[config.mk]
export PLATFORM = sky130hd
export DESIGN_NAME = ctbm_back_flat
export DESIGN_NICKNAME = d
export VERILOG_FILES = /design/src/hdl/ctbm_pkg.sv /design/src/hdl/ctbm_if.sv /design/src/hdl/ctbm_back.sv /design/src/flat_wrapper.sv
export VERILOG_INCLUDE_DIRS = /design/src /design/src/hdl
export SDC_FILE = /design/constraint.sdc
export NUM_CORES = 1
export LEC_CHECK = 0
export BUFFER_PORTS_ARGS = -buffer_cell sky130_fd_sc_hd__buf_2
export CORE_ASPECT_RATIO = 0.6
export CORE_UTILIZATION = 50
export CTS_CLUSTER_DIAMETER = 100
export DETAILED_ROUTE_END_ITERATION = 8
export GPL_ROUTABILITY_DRIVEN = 0
export GPL_TIMING_DRIVEN = 0
export PLACE_DENSITY = 0.83
export SLEW_MARGIN = 10
export SYNTH_ARGS = -nofsm -noshare
export SYNTH_HDL_FRONTEND = slang
export SYNTH_SLANG_ARGS = --single-unit
export TNS_END_PERCENT = 5
[constraint.sdc]
create_clock -name i_clk -period 3.38 [get_ports i_clk]
set_clock_uncertainty 0.2 [all_clocks]
set_input_delay 0.507 -clock i_clk [delete_from_list [all_inputs] [get_ports i_clk]]
set_output_delay 0.507 -clock i_clk [all_outputs]
set_load 0.02 [all_outputs]
[src/hdl/assert_macros.svh]
// Assertion helpers. Each macro expects i_clk in the module that uses it; CTBM_ASSERT also expects i_rst_n.
`ifndef ASSERT_MACROS_SVH
`define ASSERT_MACROS_SVH

// Checked only while the block is out of reset.
`define CTBM_ASSERT(lbl, prop, msg) \
    lbl: assert property (@(posedge i_clk) disable iff (!i_rst_n) (prop)) \
        else $error(msg);

// Checked at every clock edge, reset cycles included.
`define CTBM_ASSERT_ALWAYS(lbl, prop, msg) \
    lbl: assert property (@(posedge i_clk) (prop)) \
        else $error(msg);

`endif

[src/hdl/ctbm_pkg.sv]
package ctbm_pkg;

    // Field widths.
    localparam int OP_W   = 2;
    localparam int PAGE_W = 4;
    localparam int BANK_W = 4;
    localparam int OFF_W  = 10;
    localparam int DATA_W = 8;
    localparam int ADDR_W = 17;
    localparam int KIND_W = 2;

    localparam int TSD_DEFAULT = 1024;

    // Access opcodes.
    localparam logic [OP_W-1:0] OP_CPU_WR = 2'd0;
    localparam logic [OP_W-1:0] OP_PPU_RD = 2'd1;
    localparam logic [OP_W-1:0] OP_PPU_WR = 2'd2;

    // Result kinds.
    localparam logic [KIND_W-1:0] KIND_NONE = 2'd0;
    localparam logic [KIND_W-1:0] KIND_ROM  = 2'd1;
    localparam logic [KIND_W-1:0] KIND_ZERO = 2'd2;
    localparam logic [KIND_W-1:0] KIND_PASS = 2'd3;

    // Address decode constants.
    localparam logic [PAGE_W-1:0] PAGE_TOGGLE_LO = 4'd8;
    localparam logic [PAGE_W-1:0] PAGE_TOGGLE_HI = 4'd14;
    localparam logic [BANK_W-1:0] BANK_NT_HI     = 4'd14;
    localparam logic [BANK_W-1:0] BANK_TILE_WR   = 4'd9;
    localparam logic [OFF_W-1:0]  NT_ATTR_OFF    = 10'h3C0;

    typedef enum logic [2:0] {
        CLS_NONE,
        CLS_TOGGLE,
        CLS_PATTERN,
        CLS_LATCH,
        CLS_PASS
    } t_cls;

    // One classified word handed from the front part to the back part.
    typedef struct packed {
        t_cls              cls;
        logic [2:0]        bank;
        logic [OFF_W-1:0]  offset;
        logic [DATA_W-1:0] tile;
    } t_work;

endpackage

[src/hdl/ctbm_if.sv]


interface ctbm_result_if;
    import ctbm_pkg::*;
    logic              valid;
    logic              ready;
    logic [KIND_W-1:0] access_kind;
    logic [ADDR_W-1:0] chr_address;
    logic              program_bank;
    logic [DATA_W-1:0] tile_latch;

    modport source (output valid, access_kind, chr_address, program_bank, tile_latch,
                    input ready);
    modport sink (input valid, access_kind, chr_address, program_bank, tile_latch,
                  output ready);
endinterface

interface ctbm_cfg_if;
    logic valid;
    logic ready;
    logic variant;

    modport source (output valid, variant, input ready);
    modport sink (input valid, variant, output ready);
endinterface

[src/hdl/ctbm_back.sv]
`include "assert_macros.svh"

module ctbm_back import ctbm_pkg::*; (
    input  logic         i_clk,
    input  logic         i_rst_n,
    input  t_work        i_work,
    input  logic         i_valid,
    output logic         o_ready,
    ctbm_cfg_if.sink     i_cfg,
    ctbm_result_if.source o_result
);

    logic              r_variant;
    logic              r_bank_bit;
    logic [DATA_W-1:0] r_latched;
    logic              r_out_valid;
    logic [KIND_W-1:0] r_kind;
    logic [ADDR_W-1:0] r_addr;
    logic              r_prog;
    logic [DATA_W-1:0] r_tile;

    logic              pop;
    logic              n_bank_bit;
    logic [DATA_W-1:0] n_latched;
    logic [KIND_W-1:0] kind;
    logic [ADDR_W-1:0] addr;
    logic              plane_hit;
    logic [DATA_W-1:0] t;
    logic [2:0]        b;
    logic [OFF_W-1:0]  a;

    assign i_cfg.ready = 1'b1;
    assign o_ready     = !r_out_valid || o_result.ready;
    assign pop         = i_valid && o_ready;

    assign t = r_latched;
    assign b = i_work.bank;
    assign a = i_work.offset;
    // The gated layout picks the plane by offset bit 3 against the tile's top bits.
    assign plane_hit = (!a[3] && t[7]) || (a[3] && t[6]);

    always_comb begin
        n_bank_bit = r_bank_bit;
        n_latched  = r_latched;
        kind       = KIND_NONE;
        addr       = '0;
        unique case (i_work.cls)
            CLS_TOGGLE: n_bank_bit = ~r_bank_bit;
            CLS_LATCH: begin
                n_latched = i_work.tile;
                kind      = KIND_PASS;
            end
            CLS_PASS: kind = KIND_PASS;
            CLS_PATTERN: begin
                kind = KIND_ROM;
                priority if (!r_variant && !r_bank_bit) begin
                    addr = {a[3], 4'b0000, b, a[9:4], a[2:0]};
                end else if (!r_variant) begin
                    addr = {t[5:0], b[1:0], a[9:4], a[2:0]};
                end else if (!r_bank_bit || t[7:6] == 2'b00) begin
                    addr = {4'b0000, b, a};
                end else if (plane_hit) begin
                    addr = {t[4:0], b[1:0], a[9:4], t[5], a[2:0]};
                end else begin
                    kind = KIND_ZERO;
                end
            end
            default: begin
            end
        endcase
    end

    always_ff @(posedge i_clk) begin
        if (!i_rst_n) begin
            r_variant   <= 1'b0;
            r_bank_bit  <= 1'b1;
            r_latched   <= '0;
            r_out_valid <= 1'b0;
        end else begin
            if (i_cfg.valid) begin
                r_variant <= i_cfg.variant;
            end
            if (pop) begin
                r_bank_bit  <= n_bank_bit;
                r_latched   <= n_latched;
                r_out_valid <= 1'b1;
            end else if (o_result.ready) begin
                r_out_valid <= 1'b0;
            end
        end
    end

    always_ff @(posedge i_clk) begin
        if (pop) begin
            r_kind <= kind;
            r_addr <= addr;
            r_prog <= n_bank_bit;
            r_tile <= n_latched;
        end
    end

    assign o_result.valid        = r_out_valid;
    assign o_result.access_kind  = r_kind;
    assign o_result.chr_address  = r_addr;
    assign o_result.program_bank = r_prog;
    assign o_result.tile_latch   = r_tile;

    `CTBM_ASSERT(a_toggle_flips, (pop && i_work.cls == CLS_TOGGLE) |=> (r_bank_bit != $past(r_bank_bit)), "bank bit did not flip")
    `CTBM_ASSERT(a_addr_only_rom, (r_out_valid && r_kind != KIND_ROM) |-> (r_addr == '0), "address on non-ROM word")

endmodule

[src/flat_wrapper.sv]
// flat-port wrapper written by rule: the top's interface ports become plain ports
module ctbm_back_flat import ctbm_pkg::*;
  (i_clk, i_rst_n, i_work, i_valid, o_ready, i_cfg_valid, i_cfg_variant, i_cfg_ready, o_result_valid, o_result_access_kind, o_result_chr_address, o_result_program_bank, o_result_tile_latch, o_result_ready);
  ctbm_cfg_if i_cfg_i ();
  ctbm_result_if o_result_i ();
  input  logic i_clk;
  input  logic i_rst_n;
  input  t_work i_work;
  input  logic i_valid;
  output logic o_ready;
  input wire logic [$bits(i_cfg_i.valid)-1:0] i_cfg_valid;
  input wire logic [$bits(i_cfg_i.variant)-1:0] i_cfg_variant;
  output wire logic [$bits(i_cfg_i.ready)-1:0] i_cfg_ready;
  output wire logic [$bits(o_result_i.valid)-1:0] o_result_valid;
  output wire logic [$bits(o_result_i.access_kind)-1:0] o_result_access_kind;
  output wire logic [$bits(o_result_i.chr_address)-1:0] o_result_chr_address;
  output wire logic [$bits(o_result_i.program_bank)-1:0] o_result_program_bank;
  output wire logic [$bits(o_result_i.tile_latch)-1:0] o_result_tile_latch;
  input wire logic [$bits(o_result_i.ready)-1:0] o_result_ready;
  assign i_cfg_i.valid = i_cfg_valid;
  assign i_cfg_i.variant = i_cfg_variant;
  assign i_cfg_ready = i_cfg_i.ready;
  assign o_result_valid = o_result_i.valid;
  assign o_result_access_kind = o_result_i.access_kind;
  assign o_result_chr_address = o_result_i.chr_address;
  assign o_result_program_bank = o_result_i.program_bank;
  assign o_result_tile_latch = o_result_i.tile_latch;
  assign o_result_i.ready = o_result_ready;
  ctbm_back u_core (.i_clk(i_clk), .i_rst_n(i_rst_n), .i_work(i_work), .i_valid(i_valid), .o_ready(o_ready), .i_cfg(i_cfg_i), .o_result(o_result_i));
endmodule
==> summary.md <==
| Metric | Value |
|---|---|
| Tightest Pin Transition | 0.787 ns |
| Post-CTS sizing | 0 |
| Seq/Total Area, Yosys | 57.4% |
| Non-filler cells, final | 282 |
| Final HPWL DP | 2910 µm |
| Hold_buf cts | 0 |
| Post-synth ARST share | 0% |
| GR Overflow Total | 0 |
| Power Dens Cells | 436 nW/µm² |
| Die Area | 3950 µm² |
| Cells after synthesis | 170 |
| Top-area cell type share of the netlist area | 45.5% |
| Post-route minimum period | 2.18 ns |
| Post-route DRC | 0 |
| Placed Cells | 274 |
| Via count | 1561 |
| Share of layout cells above drive strength 1 | 33.3% |
| Yosys cell types | 35 |
| Num CTS Buffers | 5 |
| Max Clk Rate | 458 MHz |
| Worst endpoint required time | 2.67 ns |
| Number of global-route vias before repair | 1278 |
| Final worst-path cycle share | 64.6% |
| Max-slew headroom | 47.4% |
| Sw Ratio | 25.2% |
| Data arrival time of the critical path | 1.48 ns |
| NumNets Final | 266 |
| Drt wl/cell | 14.5 µm |
| Number of I/O port buffers | 59 |
| Antenna viol nets, final | 0 |
| Setup crit end kind | primary output |
| Worst hold slack | 0.211 ns |
| Comb pwr share | 13.6% |
| Clock latency at the later pin of the worst-skew pair | 0.29 ns |
| Final setup violation count | 0 |
| Crit path max fanout | 10 |
| Count of pins over their slew limit | 0 |
| P_leak | 0.958 nW |
| Largest cells by area after synthesis | edfxtp_1 (45%), dfxtp_1 (12%), mux2i_1 (4.9%), nand2_1 (4.9%), o31ai_1 (3.2%) |
| Synth cell count leaders | edfxtp_1 (28), nand2_1 (24), a21oi_1 (11), dfxtp_1 (11), nor2_1 (10) |
| Dpl ws | 1.20 ns |
| Clock power frac | 31.9% |
| First-pass GRT wire length | 6380 µm |
| PnR worst setup slack | 1.20 ns |
| DR vias/cell | 5.54 |
| P_sw | 252 µW |
| VDD IR-drop max | 0.262 mV |
| Avg Cell Area, Syn | 10.9 µm² |
| H-tree levels | 2 |
| CP startpoint kind | flop |
| Initial antenna violation count | 0 |
| Ys flop type | edfxtp_1 |
| #FFs+latches synth | 39 |
| Syn nets | 200 |
| Critical path class | flop to primary output |
| I/O pins | 61 |
| Post-CTS setup buffer count | 0 |
| Unrepaired setup endpoints after global routing | no |
| FP Rows | 16 |
| Final TNS setup | 0 ns |
| Post-synth EDFFs | 28 |
| Status | complete, no violations |
| Core area | 3380 µm² |
| CTS tree | built |
| Drt pass-1 iters | 4 |
| Ys Warns | 0 |
| Clock slew at reported path FFs | 0.07 ns |
| Final WL | 4080 µm |
| Cell accounting for the most synthesized area | edfxtp_1 |
| Starting DRT DRC Count | 193 |
| CTS Buffer Depth | 2 |
| Pint | 748 µW |
| Total power | 1.00 mW |
| Maximum number of pins on one net before global-route repair | 29 |
| Die width | 80.5 µm |
| Final hold violation count | 0 |
| Count leader, synth | edfxtp_1 |
| Antenna fix cells | 0 |
| Starting density of the core | 54.6% |
| Synth-to-layout area growth | 24.3% |
| Netlist Area Pre-Place | 1850 µm² |
| Seq pwr share | 54.5% |
| Die height | 49.1 µm |
| Maxcap violations | 0 |
| GRT Overall Usage | 21.9% |
| Root cell of the clock tree | clkbuf_8 |
| Clock sinks | 39 |
| HP Class | input port to flop |
-- metal layers --
| layer | vias to the layer above | GRT usage [%] | wire, µm |
|---|---|---|---|
| met3 | 9 | 5.05 | 271 |
| met4 | 0 | 8.33 | 78 |
| li1 | 766 | - | - |
| met1 | 715 | 32.3 | 1960 |
| met2 | 71 | 31.1 | 1770 |
| met5 | - | 0 | 0 |
-- state kept, by name (all words and copies together) (netlist names) --
name                          count
u_core.o_result.access_kind       2
u_core.o_result.chr_address      17
u_core.o_result.program_bank      1
u_core.o_result.tile_latch        8
u_core.o_result.valid             1
u_core.r_bank_bit                 1
u_core.r_latched                  8
u_core.r_variant                  1
-- cell usage in the layout, fill, tap and decap left out, types with 6 or more instances in the layout --
master	netlist	layout
mux2i_1	9	9
edfxtp_1	28	28
o31ai_1	8	8
a21oi_1	11	11
nor2_1	10	9
nor3_1	7	7
buf_2	8	67
nand2_1	24	24
nand4_1	8	8
dfxtp_1	11	11
clkbuf_8	0	6
-- power by group through the flow --
stage / clock, mW / combinational, mW / sequential, mW
6_report: 0.319 / 0.136 / 0.545
5_1_grt: 0.342 / 0.147 / 0.547
4_1_cts: 0.321 / 0.136 / 0.545
3_5_place_dp: 0 / 0.135 / 0.555
3_3_place_gp: 0 / 0.131 / 0.556
2_1_floorplan: 0 / 0.0538 / 0.582
-- worst max-delay path, stage by stage, from the launching register on --
cell     delay (ns)
dfxtp_1        0.33
nor2b_1        0.13
buf_2          0.26
inv_1          0.11
buf_2          0.20
buf_2          0.18
-- per-stage QoR --
stage	utilization [%]	cell area, µm²
6_report	67.9	2300
5_1_grt	67.9	2300
4_1_cts	67.9	2300
3_5_place_dp	65.2	2210
3_3_place_gp	65.0	2200
2_1_floorplan	-	1850
-- logic make-up after synthesis --
| kind of cell | count (synthesis) | share of synthesized area, % |
|---|---|---|
| mux | 11 | 6.09 |
| compound gates | 34 | 12.5 |
| simple gates | 68 | 18.9 |
| xor+xnor | 1 | 0.474 |
| buf+inv | 16 | 4.40 |
| other cells | 1 | 0.203 |
| flops | 39 | 57.4 |
-- layout make-up --
type / instances / area [µm²]
fillers: 276 / 1090
flip-flops and latches: 39 / 1060
multi-input cells: 115 / 713
repair buffers: 59 / 295
clock buffers: 7 / 86.3
plain buffers: 12 / 66.3
well taps: 45 / 56.3
inverters: 4 / 15.0
clock inverters: 1 / 3.75
-- path summary, 6_finish.rpt --
check | from | to | slack (ns) | depth (start not counted)
worst max-delay path | u_core.o_result.valid$_SDFFE_PN0P_ | o_ready | 1.20 | 5
worst min-delay path | i_rst_n | u_core.r_bank_bit$_SDFFE_PN1P_ | 0.21 | 2
worst max register to register | u_core.r_latched[6]$_SDFFE_PN0P_ | u_core.o_result.access_kind[0]$_DFFE_PP_ | 1.55 | 4
worst min register to register | u_core.r_latched[5]$_SDFFE_PN0P_ | u_core.r_latched[5]$_SDFFE_PN0P_ | 0.31 | 2
Note: power is estimated with default switching activity, not from simulation.
