**src/hdl/assert_macros.svh**
```systemverilog
// Assertion helpers. Each macro expects i_clk in the module that uses it; CTBM_ASSERT also expects i_rst_n.
`ifndef ASSERT_MACROS_SVH
`define ASSERT_MACROS_SVH

// Checked only while the block is out of reset.
`define CTBM_ASSERT(lbl, prop, msg) \
    lbl: assert property (@(posedge i_clk) disable iff (!i_rst_n) (prop)) \
        else $error(msg);

// Checked at every clock edge, reset cycles included.
`define CTBM_ASSERT_ALWAYS(lbl, prop, msg) \
    lbl: assert property (@(posedge i_clk) (prop)) \
        else $error(msg);

`endif

```
**src/hdl/ctbm_pkg.sv**
```systemverilog
package ctbm_pkg;

    // Field widths.
    localparam int OP_W   = 2;
    localparam int PAGE_W = 4;
    localparam int BANK_W = 4;
    localparam int OFF_W  = 10;
    localparam int DATA_W = 8;
    localparam int ADDR_W = 17;
    localparam int KIND_W = 2;

    localparam int TSD_DEFAULT = 1024;

    // Access opcodes.
    localparam logic [OP_W-1:0] OP_CPU_WR = 2'd0;
    localparam logic [OP_W-1:0] OP_PPU_RD = 2'd1;
    localparam logic [OP_W-1:0] OP_PPU_WR = 2'd2;

    // Result kinds.
    localparam logic [KIND_W-1:0] KIND_NONE = 2'd0;
    localparam logic [KIND_W-1:0] KIND_ROM  = 2'd1;
    localparam logic [KIND_W-1:0] KIND_ZERO = 2'd2;
    localparam logic [KIND_W-1:0] KIND_PASS = 2'd3;

    // Address decode constants.
    localparam logic [PAGE_W-1:0] PAGE_TOGGLE_LO = 4'd8;
    localparam logic [PAGE_W-1:0] PAGE_TOGGLE_HI = 4'd14;
    localparam logic [BANK_W-1:0] BANK_NT_HI     = 4'd14;
    localparam logic [BANK_W-1:0] BANK_TILE_WR   = 4'd9;
    localparam logic [OFF_W-1:0]  NT_ATTR_OFF    = 10'h3C0;

    typedef enum logic [2:0] {
        CLS_NONE,
        CLS_TOGGLE,
        CLS_PATTERN,
        CLS_LATCH,
        CLS_PASS
    } t_cls;

    // One classified word handed from the front part to the back part.
    typedef struct packed {
        t_cls              cls;
        logic [2:0]        bank;
        logic [OFF_W-1:0]  offset;
        logic [DATA_W-1:0] tile;
    } t_work;

endpackage

```
**src/hdl/ctbm_queue.sv**
```systemverilog
`include "assert_macros.svh"

module ctbm_queue import ctbm_pkg::*; (
    input  logic  i_clk,
    input  logic  i_rst_n,
    input  t_work i_work,
    input  logic  i_valid,
    output logic  o_ready,
    output t_work o_work,
    output logic  o_valid,
    input  logic  i_ready
);

    localparam int QDEPTH = 2;
    localparam int PW     = $clog2(QDEPTH);

    t_work           r_slot [QDEPTH];
    logic [PW-1:0]   r_wptr;
    logic [PW-1:0]   r_rptr;
    logic [PW:0]     r_count;
    logic            push;
    logic            pop;

    assign o_ready = (r_count != (PW+1)'(QDEPTH));
    assign o_valid = (r_count != '0);
    assign o_work  = r_slot[r_rptr];
    assign push    = i_valid && o_ready;
    assign pop     = o_valid && i_ready;

    always_ff @(posedge i_clk) begin
        if (!i_rst_n) begin
            r_wptr  <= '0;
            r_rptr  <= '0;
            r_count <= '0;
        end else begin
            if (push) begin
                r_wptr <= r_wptr + 1'b1;
            end
            if (pop) begin
                r_rptr <= r_rptr + 1'b1;
            end
            unique case ({push, pop})
                2'b10:   r_count <= r_count + 1'b1;
                2'b01:   r_count <= r_count - 1'b1;
                default: r_count <= r_count;
            endcase
        end
    end

    always_ff @(posedge i_clk) begin
        if (push) begin
            r_slot[r_wptr] <= i_work;
        end
    end

    `CTBM_ASSERT(a_count_bound, r_count <= (PW+1)'(QDEPTH), "queue count overflow")

endmodule

```
**config.mk**
```make
export PLATFORM = sky130hd
export DESIGN_NAME = ctbm_queue
export DESIGN_NICKNAME = d
export VERILOG_FILES = /design/src/hdl/ctbm_pkg.sv /design/src/hdl/ctbm_queue.sv
export VERILOG_INCLUDE_DIRS = /design/src /design/src/hdl
export SDC_FILE = /design/constraint.sdc
export NUM_CORES = 1
export LEC_CHECK = 0
export CELL_PAD_IN_SITES_DETAIL_PLACEMENT = 0
export CELL_PAD_IN_SITES_GLOBAL_PLACEMENT = 2
export CORE_UTILIZATION = 27
export DETAILED_ROUTE_END_ITERATION = 8
export DONT_BUFFER_PORTS = 1
export PLACE_DENSITY_LB_ADDON = 0.1
export SYNTH_ARGS = -nofsm -noshare
export SYNTH_HDL_FRONTEND = slang
export SYNTH_SLANG_ARGS = --single-unit
```
**constraint.sdc**
```tcl
create_clock -name i_clk -period 1.5 [get_ports i_clk]
set_input_delay 0.225 -clock i_clk [delete_from_list [all_inputs] [get_ports i_clk]]
set_output_delay 0.225 -clock i_clk [all_outputs]
set_load 0.01 [all_outputs]
```
==> results.md, run 1 <==
* 0.40 ns — Crit path largest cell delay
* 0.7857 — register area share after synthesis
* 0.30 ns — clock latency on the worst-skew pair
* 128 — Synth Net Count
* 0 — final number of setup-violating endpoints
* built — clock tree from TritonCTS
* 87.24 um — width of the die
* true — RSZ-0062 raised after global routing
* 1.23 ns — data arrival time of the critical path
* primary output — endpoint kind of the worst setup timing path
* 2 — CTS H-tree lvls
* flip-flop — crit path launch type
* 0.5884 — final estimated routing congestion in global placement
* 1.27 ns — data required time of the critical path
* 467.9 um2 — area of the multi-input gates
* 0 — number of setup buffers added after CTS
* 0 — antenna cell count
* 0.8640 — Max transition margin
* 975 — via count of the first global-routing pass
* 33.67% — signed area change from the synthesized netlist to the final layout
* 53 — number of register bits inferred by synthesis
* 0.8857 nW — leakage power
* r_count[0] — launching point of the worst reg2reg path
* 0.004908 ns — clock tree skew after final layout
* 99 — synthesized instance count
* 33 — DRC marker count from the first detailed-route iteration
* 688.0 MHz — Max Freq
* 2167 um — half-perimeter wire length of the detailed placement result
* 0 — remaining global-route overflow
* 232 — final instance count without filler cells
* 0 — max-slew violations
* 17 — largest net degree at the start of global routing
* 983 — Via Count
* 53 — CTS Sinks
* 1546 um2 — area used by sequential logic in the layout
* 0 — quantity of I/O buffers inserted on ports
* 2623 um2 — final design instance area without fill
* 2 — number of buffers on the longest clock path
* complete, no violations — outcome
* sky130_fd_sc_hd__dfxtp_4 — critical path's slowest cell
* 48 — number of synthesized flops with an enable pin
* input port to flip-flop — classification of the worst-slack hold path
* 0.3456 — share of post-route cells with drive strength above 1
* 6907 um2 — placeable core region
* 683 — fill count
* 164 — net count of the finished layout
* 0.09 ns — register-to-register path setup slack
* 0.09 ns — clock slew at reported path FFs
* buf_12 > mux2_2 — series of cell instances along the critical path
* 0 — initial antenna violation count
* 5106 um — wire length of the first global-routing pass
* 2177 um2 — post-place instance area
* 1962 um2 — area of the mapped netlist
* 4.237 — number of vias per cell after detailed routing
* 0 — DRC violations left
* sky130_fd_sc_hd__clkbuf_8 — library cell used as clock root buffer
* flip-flop to primary output — worst setup path category
* 4.222 mW — total power draw
* 14.98 um — Wirelength per Cell
* 4 — drt first pass iters
* 0.3797 — Final Util
* 0 — yosys synthesis warning count
* 19.82 um2 — Mean Syn Cell Area
* r_count[1] — reg-to-reg endpoint
* 0.2026 ns — worst-margin pin slew
* 1.454 ns — post-layout minimum cycle time
* 0 — worst hold stages
* 0.2841 — Starting Density
* 1610 nW/um2 — power per standard cell area
* 0 — Post-DRT Antenna Nets
* 0.7810 mV — worst IR drop on VDD
* 0 — # Max-Cap Violations
* 87.24 um — Die Y
* 5 — number of clock buffers inserted by TritonCTS
* 0 — final-report hold violation count
* 54 — I/O pin count
* 0 — share of async-settable or async-resettable flops after synthesis
* 3475 um — total detailed-routing wirelength
* 0.9690 — final worst-path cycle share
* 6 — number of cells on the worst reg-to-reg path
* 20 — number of different library cells in the post-synthesis netlist
* 12 — CP Max Fanout
* 30 — number of rows in the core area
* o_work[2] — endpoint of the most critical setup path
* 0.09470 — gr usage total
* sky130_fd_sc_hd__edfxtp_1 — most frequently used flop master after synthesis
* 199 — placed cell count
* 7611 um2 — full die area
[repair_timing]
item                                    in CTS  in global routing
endpoints found under the setup margin      24                 18
hold buffers                                 0                 24
gates resized for setup                     10                  8
hold endpoints to repair                     0                 44
gates cloned                                 1                  0
[worst min path at each step]
stage,startpoint,to
finish,i_work[11],r_slot[0][11]
global route,i_work[0],r_slot[0][0]
detailed placement,i_work[12],r_slot[0][12]
CTS,i_work[15],r_slot[1][15]
global placement,i_work[12],r_slot[0][12]
floorplan,i_work[0],r_slot[0][0]
[stage by stage]
step / setup TNS, ns / setup WS [ns] / hold slack [ns]
2_1_floorplan: 0 / 0.02274 / 0.3239
3_3_place_gp: 0 / 0.09959 / 0.3240
3_5_place_dp: 0 / 0.04142 / 0.3240
4_1_cts: 0 / 0.004225 / 0.0003010
5_1_grt: -0.1125 / -0.01712 / 0.0001820
6_report: 0 / 0.04649 / 0.02377
[flip-flops by register name, summed over array words and instances, names as in the netlist, named ones only]
name and cells:
r_count 2, r_rptr 1, r_slot 48, r_wptr 1
[cell usage in the layout, fill, tap and decap left out, drive strengths merged, types with 2 or more instances in the layout]
cell / synthesis / layout
edfxtp: 48 / 48
dlygate4sd3: 0 / 24
mux2: 24 / 24
buf: 3 / 8
clkbuf: 0 / 5
dfxtp: 5 / 5
xnor2: 3 / 3
nor2b: 2 / 2
clkinvlp: 0 / 2
a21boi: 2 / 2
[layer usage]
metal / track usage / vias to the layer above / wire length, um
met5: 0 / - / 0
met4: 0.03577 / 0 / 24
met3: 0.04360 / 2 / 206
met2: 0.1626 / 31 / 1839
met1: 0.1016 / 503 / 1405
li1: - / 447 / -
[cell usage after synthesis (2+ instances only)]
cell | instances | area (um2)
sky130_fd_sc_hd__mux2_2 | 24 | 270.3
sky130_fd_sc_hd__nor2b_1 | 2 | 12.51
sky130_fd_sc_hd__edfxtp_1 | 48 | 1441
sky130_fd_sc_hd__xnor2_1 | 3 | 26.28
sky130_fd_sc_hd__buf_2 | 3 | 15.01
sky130_fd_sc_hd__dfxtp_1 | 5 | 100.1
[where the power goes]
part           internal, mW  switching, mW  leakage (nW)
logic                 0.701          0.607         0.342
clock network         0.492          0.448        0.0518
registers              1.88         0.0944         0.491
total                  3.07           1.15         0.886
[area by class of cell]
class | instances | area share
Clock buffer | 5 | 0.02624
Clock inverter | 3 | 0.01574
Inverter | 1 | 0.002863
Multi-Input combinational cell | 42 | 0.1784
Sequential cell | 53 | 0.5897
Tap cell | 96 | 0.04580
Timing Repair Buffer | 32 | 0.1412
[cell families after synthesis]
kind of cell               synth area share
DFF                                  0.7857
AOI/OAI and AO/OA                   0.01913
adders and majority gates          0.006377
and+or+nand+nor                     0.02807
buffers and inverters              0.009562
xor gates and xnor gates            0.01340
muxes                                0.1378
[critical path: cells and delay by family (launching register included)]
kind / cells / cell delay (ns)
buffers and inverters: 1 / 0.15
flip-flops: 1 / 0.40
multiplexers: 1 / 0.38
Power figures use the tool's default switching activity.
==> inputs of run 2 (changes only) <==
--- a/config.mk
+++ b/config.mk
@@ -6,9 +6,10 @@
 export SDC_FILE = /design/constraint.sdc
 export NUM_CORES = 1
 export LEC_CHECK = 0
+export ABC_AREA = 1
 export CELL_PAD_IN_SITES_DETAIL_PLACEMENT = 0
 export CELL_PAD_IN_SITES_GLOBAL_PLACEMENT = 2
-export CORE_UTILIZATION = 27
+export CORE_UTILIZATION = 39
 export DETAILED_ROUTE_END_ITERATION = 8
 export DONT_BUFFER_PORTS = 1
 export PLACE_DENSITY_LB_ADDON = 0.1
==> constraint.sdc (replaced) <==
create_clock -name i_clk -period 1.5 [get_ports i_clk]
set_input_delay 0.15 -clock i_clk [delete_from_list [all_inputs] [get_ports i_clk]]
set_output_delay 0.15 -clock i_clk [all_outputs]
set_load 0.01 [all_outputs]
==> results.md, run 2 <==
* 12 — CP Max Fanout, unchanged
* sky130_fd_sc_hd__edfxtp_1, sky130_fd_sc_hd__mux2_4, sky130_fd_sc_hd__nor2_1, sky130_fd_sc_hd__nand2_1, sky130_fd_sc_hd__dfxtp_1 — top post-synthesis cells by count
* 0.09 ns — clock slew at reported path FFs, about the same
* flip-flop to primary output — worst setup path category
* false — RSZ-0062 raised after global routing
* 0.1184 — gr usage total, +0.02371
* i_ready — startpoint of the lowest-slack hold path
* 23.39% — signed area change from the synthesized netlist to the final layout
* 48 — number of flip-flops under the largest register name, unchanged
* 216 — final instance count without filler cells, -6.9%
* flip-flop — crit path launch type
* 457 — fill count, -33%
* 0.8522 — Max transition margin, -0.01183
* 140 — Synth Net Count, +9.4%
* 2029 um — half-perimeter wire length of the detailed placement result, -6.4%
* 53 — CTS Sinks, unchanged
* 225 um — Routed met3 length, +9.2%
* primary output — endpoint kind of the worst setup timing path
* 111 — synthesized instance count, +12%
* 16 — largest net degree at the start of global routing, -1
* 75.04 um — Die Y, -14%
* 996 — Via Count, +1.3%
* sky130_fd_sc_hd__mux2_2 — critical path's slowest cell
* 0 — share of async-settable or async-resettable flops after synthesis, unchanged
* 0.6927 — area fraction of the dominant cell type after synthesis, -0.04197
* 1186 um — met1 wire length, -16%
* 5 — number of clock buffers inserted by TritonCTS, unchanged
* buf_4 > mux2_2 — series of cell instances along the critical path
* 0.002038 ns — clock tree skew after final layout, -0.002870 ns
* 0.9259 nW — leakage power, +4.5%
* complete, no violations — outcome
* 26 — number of rows in the core area, -13%
* 3.595 mW — total power draw, -15%
* sky130_fd_sc_hd__edfxtp_1 — most frequently used flop master after synthesis
* 1543 um2 — area used by sequential logic in the layout, -0.24%
* 0.6418 mV — worst IR drop on VDD, -18%
* 0 — final number of setup-violating endpoints, unchanged
* sky130_fd_sc_hd__edfxtp_1 — cell with the most instances after synthesis
* 5107 um2 — placeable core region, -26%
* 1.427 ns — post-layout minimum cycle time, -0.02607 ns
* 1.28 ns — data arrival time of the critical path, +0.05 ns
* 1,033 — via count of the first global-routing pass, +5.9%
* 0 ns — aggregate negative setup slack, unchanged
* r_count[1] — reg-to-reg endpoint
* 4643 um — wire length of the first global-routing pass, -9.1%
* built — clock tree from TritonCTS
* 0.7408 — register area share after synthesis, -0.04488
* 0 — # Max-Cap Violations, unchanged
* 0 — final-report hold violation count, unchanged
* 18 — number of different library cells in the post-synthesis netlist, -10%
* 0.9516 — final worst-path cycle share, -0.01738
* 0 — DRC violations left, unchanged
* 2 — number of buffers on the longest clock path, unchanged
* 0 — max-slew violations, unchanged
* 4.611 — number of vias per cell after detailed routing, +8.8%
* 0.5027 — Final Util, +0.1230
* 175 — net count of the finished layout, +6.7%
* sky130_fd_sc_hd__edfxtp_1 — commonest non-fill, non-tap cell in the layout
* 21 — DRC marker count from the first detailed-route iteration, -36%
* 48 — number of synthesized flops with an enable pin, unchanged
* r_count[1] — launching point of the worst reg2reg path
* 0.3014 — share of post-route cells with drive strength above 1, -0.04422
* 4 — drt first pass iters, unchanged
* 3 — worst hold stages, +3
* 53 — number of register bits inferred by synthesis, unchanged
* 0 — number of setup buffers added after CTS, unchanged
* 18.75 um2 — Mean Syn Cell Area, -5.4%
* 0.15 ns — register-to-register path setup slack, +0.06 ns
* 2 — CTS H-tree lvls, unchanged
* 0 — quantity of I/O buffers inserted on ports, unchanged
* 0 — remaining global-route overflow, unchanged
* 1400 nW/um2 — power per standard cell area, -13%
* 700.6 MHz — Max Freq, +1.8%
* 0 — yosys synthesis warning count, unchanged
* 0 — antenna cell count, unchanged
* 0.06311 ns — Place WS, +0.02169 ns
* sky130_fd_sc_hd__edfxtp_1 — Synth area leader
* 0.2218 ns — worst-margin pin slew, +0.01921 ns
* 8 — number of cells on the worst reg-to-reg path, +2
* 2567 um2 — final design instance area without fill, -2.1%
* 54 — I/O pin count, unchanged
* r_rptr — Worst Hold End
* 2200 um2 — post-place instance area, +1.0%
* 0.29 ns — clock latency on the worst-skew pair, about the same
* r_slot — register name with the most flops
* 1.35 ns — data required time of the critical path, +0.08 ns
* sky130_fd_sc_hd__edfxtp_1, sky130_fd_sc_hd__dlygate4sd3_1, sky130_fd_sc_hd__mux2_4 — commonest non-fill, non-tap cells in the layout
* 1676 um — met2 wire length, -8.9%
* 0 — initial antenna violation count, unchanged
* 75.04 um — width of the die, -14%
* 0 — Post-DRT Antenna Nets, unchanged
* r_slot: 48 flops, r_count: 2 flops — registers with the highest flip-flop counts
* 3140 um — total detailed-routing wirelength, -9.6%
* 0.6073 — final estimated routing congestion in global placement, +3.2%
* 0.40 ns — Crit path largest cell delay, about the same
* input port to flip-flop — classification of the worst-slack hold path
* 2081 um2 — area of the mapped netlist, +6.1%
* 494.2 um2 — area of the multi-input gates, +5.6%
* sky130_fd_sc_hd__clkbuf_8 — library cell used as clock root buffer
* met4 — highest routing layer actually used
* 0.07256 ns — least setup slack across all paths after layout, +0.02607 ns
* 0.07045 ns — Hold Slack, +0.04667 ns
* 184 — placed cell count, -7.5%
* 14.54 um — Wirelength per Cell, -2.9%
* 0.4074 — Starting Density, +0.1233
* sky130_fd_sc_hd__edfxtp_1, sky130_fd_sc_hd__mux2_4, sky130_fd_sc_hd__dfxtp_1, sky130_fd_sc_hd__mux2_2, sky130_fd_sc_hd__buf_12 — cell types occupying the most area after synthesis
* 5631 um2 — full die area, -26%
run 2: cell types whose count changed after synthesis, sizes merged, moves of 2 or more:
cell | previous run | this run
nor2 | 0 | 10
nand2 | 1 | 10
inv | 1 | 5
xnor2 | 3 | 0
a21boi | 2 | 0
nor2b | 2 | 0
run 2: final cells by class:
| cell class | instances | area share |
|---|---|---|
| multi-input cells | 50 | 0.1925 |
| repair buffers | 31 | 0.1248 |
| inverters | 5 | 0.007310 |
| well taps | 70 | 0.03411 |
| clock buffers | 5 | 0.02680 |
| clock inverters | 2 | 0.01365 |
| flip-flops and latches | 53 | 0.6009 |
run 2: how the worst max path moves through the flow:
stage / to / slack (ns)
after global routing: o_work[13] / 0.02
after detailed placement: r_count[1] / 0.06
final: o_work[13] / 0.07
after floorplan: r_slot[1][0] / 0.09
after CTS: o_work[13] / 0.04
after global placement: r_count[1] / 0.14
run 2: per-layer routing:
layer / vias up / GRT usage
li1: 476 / -
met1: 478 / 0.1132
met2: 37 / 0.2162
met3: 5 / 0.05622
met4: 0 / 0.05031
met5: - / 0
run 2: where the power goes:
group          switching (mW)  leakage [nW]  internal [mW]
clock network           0.424        0.0540          0.485
registers              0.0613         0.490           1.81
logic                   0.424         0.382          0.393
total                   0.909         0.926           2.69
run 2: cell families (layout without fill, tap and decap cells):
group / count (synthesis) / count (layout) / share of synthesized area
flops: 53 / 53 / 0.7408
mux: 24 / 24 / 0.1660
simple gates: 22 / 22 / 0.04510
buf+inv: 8 / 43 / 0.03367
compound gates: 3 / 3 / 0.008415
fa+ha+maj: 1 / 1 / 0.006012
run 2: worst max-delay path: cells and delay by family (launching register included):
kind                   cells  cell delay (ns)
buffers and inverters      1             0.24
DFF                        1             0.34
muxes                      1             0.40
run 2: timing repair:
action,4_1_cts,5_1_grt
resized for setup,0,2
setup endpoints to repair,0,2
endpoints found under the hold margin,52,0
hold buffers,25,0
==> inputs of run 3 (changes only) <==
==> constraint.sdc (replaced) <==
create_clock -name i_clk -period 1.5 [get_ports i_clk]
set_input_delay 0.3 -clock i_clk [delete_from_list [all_inputs] [get_ports i_clk]]
set_output_delay 0.3 -clock i_clk [all_outputs]
set_load 0.01 [all_outputs]
==> results.md, run 3 (same netlist as run 2, synthesis figures left out) <==
* complete, no violations — outcome
* 0 — final-report hold violation count, unchanged
* 48 — number of flip-flops under the largest register name, unchanged
* 0.8538 nW — leakage power, -7.8%
* 0.07705 ns — Place WS, +0.01394 ns
* 0 — quantity of I/O buffers inserted on ports, unchanged
* 2 — number of buffers on the longest clock path, unchanged
* 2.715 mW — Int Pwr, +1.1%
* 0 — hold-fix buffers at CTS, -100%
* 0 — final number of setup-violating endpoints, unchanged
* 2 — CTS H-tree lvls, unchanged
* 5107 um2 — placeable core region, unchanged
* 0.4074 — Starting Density, unchanged
* r_slot: 48 flops, r_count: 2 flops — registers with the highest flip-flop counts
* 0.8713 — Max transition margin, +0.01913
* flip-flop — crit path launch type
* 894 — Via Count, -10%
* r_slot — register name with the most flops
* 0.6118 — final estimated routing congestion in global placement, +0.74%
* 0.229 — combinational group share of total power, +0.002
* 0.523 — Seq pwr share, +0.003
* 899 — via count of the first global-routing pass, -13%
* 2993 um — total detailed-routing wirelength, -4.7%
* 0.006814 ns — clock tree skew after final layout, +0.004776 ns
* 12 — CP Max Fanout, unchanged
* 54 — I/O pin count, unchanged
* 0.9948 — final worst-path cycle share, +0.04318
* sky130_fd_sc_hd__edfxtp_1 — commonest non-fill, non-tap cell in the layout
* 0.5759 mV — worst IR drop on VDD, -10%
* 0.8879 mW — power dissipated by switching net loads, -2.4%
* 0 — remaining global-route overflow, unchanged
* 1.20 ns — data required time of the critical path, -0.15 ns
* 5631 um2 — full die area, unchanged
* 12 — DRC marker count from the first detailed-route iteration, -43%
* 0.007779 ns — least setup slack across all paths after layout, -0.06478 ns
* 15.59 um — Wirelength per Cell, +7.2%
* 670.1 MHz — Max Freq, -4.3%
* sky130_fd_sc_hd__edfxtp_1, sky130_fd_sc_hd__mux2_4, sky130_fd_sc_hd__nand2_1, sky130_fd_sc_hd__nor2_1, sky130_fd_sc_hd__clkbuf_8 — commonest non-fill, non-tap cells in the layout
* 4209 um — wire length of the first global-routing pass, -9.3%
* 0 — Post-DRT Antenna Nets, unchanged
* 5 — number of clock buffers inserted by TritonCTS, unchanged
* 53 — CTS Sinks, unchanged
* built — clock tree from TritonCTS
* 0.29 ns — clock latency on the worst-skew pair, about the same
* 75.04 um — width of the die, unchanged
* primary output — endpoint kind of the worst setup timing path
* 0 — # Max-Cap Violations, unchanged
* 0.3770 — share of post-route cells with drive strength above 1, +0.07568
* 0.09 ns — clock slew at reported path FFs, about the same
* 0 — DRC violations left, unchanged
* 26 — number of rows in the core area, unchanged
* 4.656 — number of vias per cell after detailed routing, +0.98%
* sky130_fd_sc_hd__clkbuf_8 — library cell used as clock root buffer
* 1.19 ns — data arrival time of the critical path, -0.09 ns
* 0.2464 — switching part of the total, -0.006537
* 0.248 — Clock Power Share, -0.005
* 0.1097 — gr usage total, -0.008706
* 16 — largest net degree at the start of global routing, unchanged
* 3.603 mW — total power draw, +0.23%
* 0 — initial antenna violation count, unchanged
* 151 — net count of the finished layout, -14%
* 4 — drt first pass iters, unchanged
* true — RSZ-0062 raised after global routing
* input port to flip-flop — classification of the worst-slack hold path
* 75.04 um — Die Y, unchanged
* 1510 nW/um2 — power per standard cell area, +7.9%
* flip-flop to primary output — worst setup path category
* 0 — antenna cell count, unchanged
* 2030 um — half-perimeter wire length of the detailed placement result, about the same
* 1.492 ns — post-layout minimum cycle time, +0.06478 ns
* 0 — max-slew violations, unchanged
* 0.1928 ns — worst-margin pin slew, -0.02896 ns
* 14.67% — signed area change from the synthesized netlist to the final layout
-- run 3: path summary, 6_finish.rpt --
path	from	end	slack, ns	depth (start not counted)
setup reg to reg	r_count[1]	r_count[1]	0.16	8
setup / recovery	flip-flop	o_work[21]	0.008	2
hold reg to reg	r_rptr	flip-flop	0.50	2
hold / removal	i_work[23]	r_slot[0][23]	0.1	0
-- run 3: final cells by class --
class	count	area, um2
fillers	443	2721
flip-flops and latches	53	1546
multi-input cells	50	509.2
repair buffers	7	120.1
well taps	70	87.58
clock buffers	5	68.82
clock inverters	2	35.03
inverters	5	18.77
-- run 3: power groups by stage --
stage               sequential [mW]  clock, mW  combinational [mW]
finish                         1.88      0.895               0.824
global route                   1.90      0.989               0.903
CTS                            1.88      0.937               0.791
detailed placement             1.91          0               0.783
global placement               1.90          0               0.777
floorplan                      1.89          0               0.652
-- run 3: critical path, stage by stage (launching register included) --
cell	delay, ns
sky130_fd_sc_hd__dfxtp_4	0.40
sky130_fd_sc_hd__buf_12	0.16
sky130_fd_sc_hd__mux2_4	0.33
-- run 3: layer usage --
| layer | wire (um) | GRT usage | vias to the layer above |
|---|---|---|---|
| met2 | 1674 | 0.1972 | 34 |
| li1 | - | - | 425 |
| met3 | 299 | 0.06158 | 4 |
| met4 | 25 | 0.05031 | 0 |
| met1 | 994 | 0.09982 | 431 |
| met5 | 0 | 0 | - |
-- run 3: what timing repair did --
action                                  CTS  global route
buffers inserted                          0             0
cloned                                    0             1
resized for setup                         3             5
endpoints found under the setup margin   24            26
-- run 3: metrics by stage --
stage | cells | setup TNS [ns] | util | area (um2) | hold WS, ns
final | 192 | 0 | 0.4672 | 2386 | 0.09512
after global routing | 192 | -0.7276 | 0.4672 | 2386 | 0.06609
after CTS | 191 | -0.06519 | 0.4574 | 2336 | 0.08143
after detailed placement | 184 | 0 | 0.4356 | 2225 | 0.3989
after global placement | 184 | 0 | 0.4356 | 2225 | 0.3990
after floorplan | 111 | 0 | - | 2093 | 0.3989
